$ cat src/ted_pkg.sv
`timescale 1ns / 1ps
`default_nettype none

package ted_pkg;

    localparam logic       CMD_DATA = 1'b0;
    localparam logic       CMD_END  = 1'b1;

    localparam logic [2:0] ENC_UTF8     = 3'd0;
    localparam logic [2:0] ENC_UTF8_BOM = 3'd1;
    localparam logic [2:0] ENC_UTF16_LE = 3'd2;
    localparam logic [2:0] ENC_UTF16_BE = 3'd3;
    localparam logic [2:0] ENC_ASCII    = 3'd4;
    localparam logic [2:0] ENC_UNKNOWN  = 3'd5;

    localparam logic [7:0] BYTE_ASCII_MAX = 8'h7F;
    localparam logic [7:0] MASK_TOP2      = 8'hC0;
    localparam logic [7:0] MASK_TOP3      = 8'hE0;
    localparam logic [7:0] MASK_TOP4      = 8'hF0;
    localparam logic [7:0] MASK_TOP5      = 8'hF8;
    localparam logic [7:0] PAT_CONT       = 8'h80;
    localparam logic [7:0] PAT_LEAD2      = 8'hC0;
    localparam logic [7:0] PAT_LEAD3      = 8'hE0;
    localparam logic [7:0] PAT_LEAD4      = 8'hF0;
    localparam logic [7:0] BOM8_B0        = 8'hEF;
    localparam logic [7:0] BOM8_B1        = 8'hBB;
    localparam logic [7:0] BOM8_B2        = 8'hBF;
    localparam logic [7:0] BOM16_FF       = 8'hFF;
    localparam logic [7:0] BOM16_FE       = 8'hFE;

    typedef struct packed {
        logic take;
        logic finish;
    } t_step;

endpackage

`default_nettype wire

$ cat src/ted_scan.sv
`timescale 1ns / 1ps
`default_nettype none

module ted_scan
    import ted_pkg::*;
(
    input  wire logic       i_clk,
    input  wire logic       i_rst_n,
    input  wire t_step      i_step,
    input  wire logic [7:0] i_byte_value,
    output logic      [2:0] o_encoding
);

    logic [1:0] r_bytes_seen, n_bytes_seen;
    logic [7:0] r_first_byte, n_first_byte;
    logic [7:0] r_second_byte, n_second_byte;
    logic       r_mark_found, n_mark_found;
    logic       r_saw_high, n_saw_high;
    logic       r_broken, n_broken;
    logic [1:0] r_pending, n_pending;
    logic       is_high;

    assign is_high = (i_byte_value > BYTE_ASCII_MAX);

    always_comb begin
        n_bytes_seen  = r_bytes_seen;
        n_first_byte  = r_first_byte;
        n_second_byte = r_second_byte;
        n_mark_found  = r_mark_found;
        n_saw_high    = r_saw_high;
        n_broken      = r_broken;
        n_pending     = r_pending;
        if (i_step.finish) begin
            n_bytes_seen  = 2'd0;
            n_first_byte  = 8'h00;
            n_second_byte = 8'h00;
            n_mark_found  = 1'b0;
            n_saw_high    = 1'b0;
            n_broken      = 1'b0;
            n_pending     = 2'd0;
        end else if (i_step.take) begin
            case (r_bytes_seen)
                2'd0: n_first_byte = i_byte_value;
                2'd1: n_second_byte = i_byte_value;
                2'd2: n_mark_found = (r_first_byte == BOM8_B0) && (r_second_byte == BOM8_B1)
                                     && (i_byte_value == BOM8_B2);
                default: ;
            endcase
            if (r_bytes_seen != 2'd3) begin
                n_bytes_seen = r_bytes_seen + 2'd1;
            end
            if (is_high) begin
                n_saw_high = 1'b1;
            end
            if (r_pending != 2'd0) begin
                if ((i_byte_value & MASK_TOP2) != PAT_CONT) begin
                    n_broken = 1'b1;
                end
                n_pending = r_pending - 2'd1;
            end else if (!is_high) begin
                n_pending = 2'd0;
            end else if ((i_byte_value & MASK_TOP3) == PAT_LEAD2) begin
                n_pending = 2'd1;
            end else if ((i_byte_value & MASK_TOP4) == PAT_LEAD3) begin
                n_pending = 2'd2;
            end else if ((i_byte_value & MASK_TOP5) == PAT_LEAD4) begin
                n_pending = 2'd3;
            end else begin
                n_broken = 1'b1;
            end
        end
    end

    always_ff @(posedge i_clk) begin
        if (!i_rst_n) begin
            r_bytes_seen  <= 2'd0;
            r_first_byte  <= 8'h00;
            r_second_byte <= 8'h00;
            r_mark_found  <= 1'b0;
            r_saw_high    <= 1'b0;
            r_broken      <= 1'b0;
            r_pending     <= 2'd0;
        end else begin
            r_bytes_seen  <= n_bytes_seen;
            r_first_byte  <= n_first_byte;
            r_second_byte <= n_second_byte;
            r_mark_found  <= n_mark_found;
            r_saw_high    <= n_saw_high;
            r_broken      <= n_broken;
            r_pending     <= n_pending;
        end
    end

    always_comb begin
        if (r_bytes_seen == 2'd0) begin
            o_encoding = ENC_UTF8;
        end else if (r_mark_found) begin
            o_encoding = ENC_UTF8_BOM;
        end else if ((r_bytes_seen != 2'd1) && (r_first_byte == BOM16_FF)
                     && (r_second_byte == BOM16_FE)) begin
            o_encoding = ENC_UTF16_LE;
        end else if ((r_bytes_seen != 2'd1) && (r_first_byte == BOM16_FE)
                     && (r_second_byte == BOM16_FF)) begin
            o_encoding = ENC_UTF16_BE;
        end else if (!r_saw_high) begin
            o_encoding = ENC_ASCII;
        end else if (!r_broken && (r_pending == 2'd0)) begin
            o_encoding = ENC_UTF8;
        end else begin
            o_encoding = ENC_UNKNOWN;
        end
    end

endmodule

`default_nettype wire

$ cat src/ted_out_reg.sv
`timescale 1ns / 1ps
`default_nettype none

module ted_out_reg
    import ted_pkg::*;
(
    input  wire logic       i_clk,
    input  wire logic       i_rst_n,
    input  wire logic       i_load,
    input  wire logic [2:0] i_encoding,
    input  wire logic       i_out_stall,
    output logic            o_free,
    output logic            o_out_valid,
    output logic      [2:0] o_encoding
);

    logic       r_valid;
    logic [2:0] r_encoding;

    assign o_free      = !r_valid || !i_out_stall;
    assign o_out_valid = r_valid;
    assign o_encoding  = r_encoding;

    always_ff @(posedge i_clk) begin
        if (!i_rst_n) begin
            r_valid <= 1'b0;
        end else if (o_free) begin
            r_valid <= i_load;
        end
    end

    always_ff @(posedge i_clk) begin
        if (o_free && i_load) begin
            r_encoding <= i_encoding;
        end
    end

endmodule

`default_nettype wire

$ cat src/text_encoding_detector_core.sv
`timescale 1ns / 1ps
`default_nettype none

// Detects the text encoding of a byte buffer streamed in one byte per transfer and closed by
// an end transfer, which yields one verdict code; the detector then clears for the next buffer.
// One input transfer is taken every cycle while the input side is not stalled. Each transfer
// passes an input register; a data byte then updates the scan flags and counters, and an end
// transfer loads its verdict into the output register. The input side stalls only while an end
// transfer waits behind a result that the output side is stalling.

module text_encoding_detector_core
    import ted_pkg::*;
(
    input  wire logic       i_clk,
    input  wire logic       i_rst_n,
    input  wire logic       i_in_valid,
    output logic            o_in_stall,
    input  wire logic       i_cmd,
    input  wire logic [7:0] i_byte_value,
    output logic            o_out_valid,
    input  wire logic       i_out_stall,
    output logic      [2:0] o_encoding
);

    logic       r_in_valid;
    logic       r_cmd;
    logic [7:0] r_byte_value;
    logic       out_free;
    logic       advance;
    t_step      step;
    logic [2:0] verdict;

    assign advance     = r_in_valid && ((r_cmd == CMD_DATA) || out_free);
    assign o_in_stall  = r_in_valid && !advance;
    assign step.take   = advance && (r_cmd == CMD_DATA);
    assign step.finish = advance && (r_cmd == CMD_END);

    always_ff @(posedge i_clk) begin
        if (!i_rst_n) begin
            r_in_valid <= 1'b0;
        end else if (!o_in_stall) begin
            r_in_valid <= i_in_valid;
        end
    end

    always_ff @(posedge i_clk) begin
        if (i_in_valid && !o_in_stall) begin
            r_cmd        <= i_cmd;
            r_byte_value <= i_byte_value;
        end
    end

    ted_scan u_scan (
        .i_clk        (i_clk),
        .i_rst_n      (i_rst_n),
        .i_step       (step),
        .i_byte_value (r_byte_value),
        .o_encoding   (verdict)
    );

    ted_out_reg u_out_reg (
        .i_clk       (i_clk),
        .i_rst_n     (i_rst_n),
        .i_load      (step.finish),
        .i_encoding  (verdict),
        .i_out_stall (i_out_stall),
        .o_free      (out_free),
        .o_out_valid (o_out_valid),
        .o_encoding  (o_encoding)
    );

endmodule

`default_nettype wire

$ cat config.mk
export PLATFORM = sky130hd
export DESIGN_NAME = text_encoding_detector_core
export DESIGN_NICKNAME = d
export VERILOG_FILES = /design/src/ted_pkg.sv /design/src/ted_scan.sv /design/src/ted_out_reg.sv /design/src/text_encoding_detector_core.sv
export SDC_FILE = /design/constraint.sdc
export NUM_CORES = 1
export LEC_CHECK = 0
export ABC_AREA = 0
export BUFFER_PORTS_ARGS = -buffer_cell sky130_fd_sc_hd__buf_2
export CORE_AREA = 2 2 54 56
export CTS_BUF_LIST = sky130_fd_sc_hd__clkbuf_8 sky130_fd_sc_hd__clkbuf_16
export CTS_CLUSTER_SIZE = 24
export DETAILED_ROUTE_END_ITERATION = 8
export DIE_AREA = 0 0 56 58
export PLACE_DENSITY = 0.84
export REMOVE_ABC_BUFFERS = 1
export SYNTH_ARGS = -nofsm -noshare
export SYNTH_HDL_FRONTEND = slang
export SYNTH_SLANG_ARGS = --single-unit
$ cat constraint.sdc
create_clock -name i_clk -period 3.5 [get_ports i_clk]
set_clock_uncertainty 0.05 [all_clocks]
set_input_delay 0 -clock i_clk [delete_from_list [all_inputs] [get_ports i_clk]]
set_output_delay 0 -clock i_clk [all_outputs]
set_load 0.01 [all_outputs]
==> impl_results.md <==
* VDD IR max at 0.431 mV
* Number of placed I/O pins at 18
* Mean instance size in the synthesized netlist at 10.2 um2
* Ordered list of cells on the worst path: nand2_1, a21oi_1, nand2b_1, a21oi_1
* Area contributors post-synth: sky130_fd_sc_hd__dfxtp_1, sky130_fd_sc_hd__edfxtp_1, sky130_fd_sc_hd__a21oi_1
* Setup repair after global routing missed its margin: no
* Post-DP HPWL at 2150 um
* Clock insertion delay at the later pin of the skew report at 0.28 ns
* Largest stage delay, worst path at 0.71 ns
* Leakage power figure at 0.766 nW
* Switching power total at 181 uW
* Max-slew violation count at 0
* Via total after detailed routing at 1236
* Number of antenna repair diodes at 0
* Cell area after placement at 0.00166 mm2
* Part of the total power dissipated in combinational logic at 6.8%
* Fraction of synthesized cell area taken by the top area cell type at 32.1%
* Total core area at 0.00266 mm2
* Highest clock rate at 0.536 GHz
* Part of the total power dissipated in the clock network at 34.3%
* Global-route wire length before repair at 5530 um
* Most frequent cells in the layout: sky130_fd_sc_hd__dfxtp_1, sky130_fd_sc_hd__nand2_1, sky130_fd_sc_hd__a21oi_1, sky130_fd_sc_hd__buf_2, sky130_fd_sc_hd__nor2_1
* Pre-Repair DR Iteration Count at 4
* Total wire length at 3230 um
* Worst-case headroom to the max-slew limit at 44.6%
* Seq/Total Area, Yosys at 55.3%
* Initial Util at 58.5%
* Netlist area before placement at 0.00156 mm2
* Hold violation count in the final report at 0
* Pin count of the biggest net entering global routing at 24
* Net switching fraction of the power at 22.7%
* Instance count of the mapped netlist at 153
* Vias per std cell at 5.67
* Number of antenna violations at the first check in global routing at 0
* Pwr Density at 425 mW/mm2
* Final-layout fill cell count at 206
* Max-cap violations at 0
* Weighted congestion reported at the end of routability-driven placement at 0.841
* Clock transition time at the flip-flop clock pins of the worst setup and hold paths at 0.07 ns
* Setup crit start kind: register
* Worst Path Max Fanout at 23
* Measured slew at the worst slew-check pin at 0.831 ns
* Final-layout setup total negative slack at 0 ns
* Number of global-route vias before repair at 1256
* Die width at 56 um
* Share of post-route cells with drive strength above 1 at 16.0%
* Site Rows at 19
* CTS tree: done
* Post-route core utilization at 70.4%
* Synthesis-to-finish area growth at 20.3%
* Buffers on Ports at 17
* Arrival time of data at the critical path endpoint at 1.94 ns
* Final period utilization at 53.3%
* Master cell of the clock root buffer: sky130_fd_sc_hd__clkbuf_8
* Synthesis warning total at 0
* Most frequent cell on the critical path: sky130_fd_sc_hd__a21oi_1
* Internal Pwr Total at 616 uW
* Die outline area at 0.00325 mm2
* Number of nets at the end of the flow at 203
* Flop pwr share at 58.9%
* Worst setup path class: register to register
* Post-detailed-route wirelength per cell at 14.8 um
* Post-synthesis register bit count at 37
* Vertical die dimension at 58 um
* Category of the worst setup path capture point: register
* Count of unique library cells instantiated by Yosys at 35
* Final instance area at 0.00187 mm2
* Maximum level of the CTS H-tree at 2
* CTS Sinks at 37
* Cell type with the highest aggregate area in the netlist: sky130_fd_sc_hd__dfxtp_1
* Period minus WS final at 1.87 ns
* Detail Route Antenna Nets at 0
* Worst min-delay path category: input pin to register
* Most common cell after layout, fill and taps aside: sky130_fd_sc_hd__dfxtp_1
* CTS buffer count at 5
* Overflow left after global routing at 0
* Result of the run: finished clean
* DRC at 0
* Worst-path cell with the longest stage delay: sky130_fd_sc_hd__nand2b_1
* Overall routing resource usage at 22.4%
* Number of setup buffers added after CTS at 0
* Maximum root-to-sink buffer count at 2
* Setup-violating endpoint count in the final report at 0
* Number of DRC markers after the initial detailed-route iteration at 40
* Worst endpoint required time at 3.58 ns
==> synth_stat cells <==
cell and number:
sky130_fd_sc_hd__nor3_1 2, sky130_fd_sc_hd__a21boi_0 1, sky130_fd_sc_hd__o311ai_0 1, sky130_fd_sc_hd__nand4_2 2, sky130_fd_sc_hd__nand3_1 10, sky130_fd_sc_hd__nand4_1 2, sky130_fd_sc_hd__nor4_2 1, sky130_fd_sc_hd__nand2_2 1
sky130_fd_sc_hd__a21oi_1 17, sky130_fd_sc_hd__or3_1 1, sky130_fd_sc_hd__mux2i_1 8, sky130_fd_sc_hd__o21ai_0 3, sky130_fd_sc_hd__o21a_1 2, sky130_fd_sc_hd__dfxtp_1 25, sky130_fd_sc_hd__nor2_1 16, sky130_fd_sc_hd__clkbuf_1 1
sky130_fd_sc_hd__nand4b_1 1, sky130_fd_sc_hd__nand2_1 19, sky130_fd_sc_hd__a221oi_2 1, sky130_fd_sc_hd__nor3b_1 1, sky130_fd_sc_hd__buf_2 3, sky130_fd_sc_hd__nor3b_2 1, sky130_fd_sc_hd__and3_1 1, sky130_fd_sc_hd__ha_1 4
sky130_fd_sc_hd__a311oi_1 1, sky130_fd_sc_hd__nor3_4 1, sky130_fd_sc_hd__nand2b_1 3, sky130_fd_sc_hd__nor4_1 1, sky130_fd_sc_hd__nor2b_1 1, sky130_fd_sc_hd__and2b_1 1, sky130_fd_sc_hd__inv_1 6, sky130_fd_sc_hd__or3b_1 1
sky130_fd_sc_hd__a2111oi_0 1, sky130_fd_sc_hd__xnor2_1 1, sky130_fd_sc_hd__edfxtp_1 12
==> cells by family (layout without fill, tap and decap cells) <==
group / Yosys count / count (layout) / share of synthesized area, %
AOI/OAI and AO/OA: 27 / 27 / 10.5
xor gates and xnor gates: 1 / 1 / 0.562
adders and majority gates: 4 / 4 / 3.21
buffers and inverters: 10 / 44 / 2.65
DFF: 37 / 37 / 55.3
muxes: 8 / 8 / 5.14
and+or+nand+nor: 66 / 66 / 22.7
==> worst max-delay path: cells and delay by family, from the launching register on <==
| kind | cells | cell delay (ns) |
|---|---|---|
| compound gates | 2 | 0.44 |
| flops | 1 | 0.38 |
| simple gates | 2 | 0.83 |
==> final cells by class <==
cell class / count / area (um2) / share of cell area, %
Sequential cell: 37 / 861 / 45.9
Multi-Input combinational cell: 106 / 656 / 35.0
Timing Repair Buffer: 30 / 215 / 11.5
Clock buffer: 5 / 68.8 / 3.67
Tap cell: 31 / 38.8 / 2.07
Inverter: 6 / 22.5 / 1.20
Clock inverter: 3 / 12.5 / 0.668
==> through the flow <==
| step | power, mW | hold slack, ns | setup WS (ns) | cells |
|---|---|---|---|---|
| after floorplan | 0.501 | 0.0489 | 2.02 | 149 |
| after global placement | 0.517 | 0.127 | 1.83 | 197 |
| after detailed placement | 0.520 | 0.128 | 1.73 | 197 |
| after CTS | 0.799 | 0.0542 | 1.72 | 218 |
| after global routing | 0.827 | 0.0568 | 1.50 | 218 |
| final | 0.797 | 0.0650 | 1.63 | 218 |
==> per-layer routing <==
layer	vias up	GRT usage, %	routed length (um)
met3	7	6.03	164
met5	-	0	0
met4	0	11.9	74
met2	37	39.0	1670
met1	579	25.3	1320
li1	613	-	-
==> power groups by stage <==
stage / clock network, mW / registers (mW) / logic (mW)
3_5_place_dp: 0 / 0.478 / 0.0422
3_3_place_gp: 0 / 0.477 / 0.0403
6_report: 0.274 / 0.469 / 0.0542
4_1_cts: 0.278 / 0.468 / 0.0534
2_1_floorplan: 0 / 0.474 / 0.0268
5_1_grt: 0.296 / 0.470 / 0.0605
==> final timing paths <==
check                                       startpoint                 endpoint  slack [ns]  cells past startpoint
worst max register to register                   r_cmd   u_scan.r_first_byte[5]        1.63                      4
worst max-delay path                             r_cmd   u_scan.r_first_byte[5]        1.63                      4
worst min-delay path                       i_out_stall  u_out_reg.o_encoding[2]        0.06                      2
worst min register to register  u_scan.r_first_byte[6]   u_scan.r_first_byte[6]        0.42                      2
==> repair_timing <==
item / in CTS / in global routing
hold endpoints to repair: 11 / 0
resized for setup: 0 / 0
hold buffers: 13 / 0
==> registers in the layout (all words and copies together) (netlist names), 2 cells and up <==
signal                cells
u_scan.r_pending          2
u_scan.r_bytes_seen       2
r_byte_value              8
u_scan.r_first_byte       8
u_out_reg.o_encoding      3
u_scan.r_second_byte      8
No activity file was read; power rests on OpenSTA's default activity.
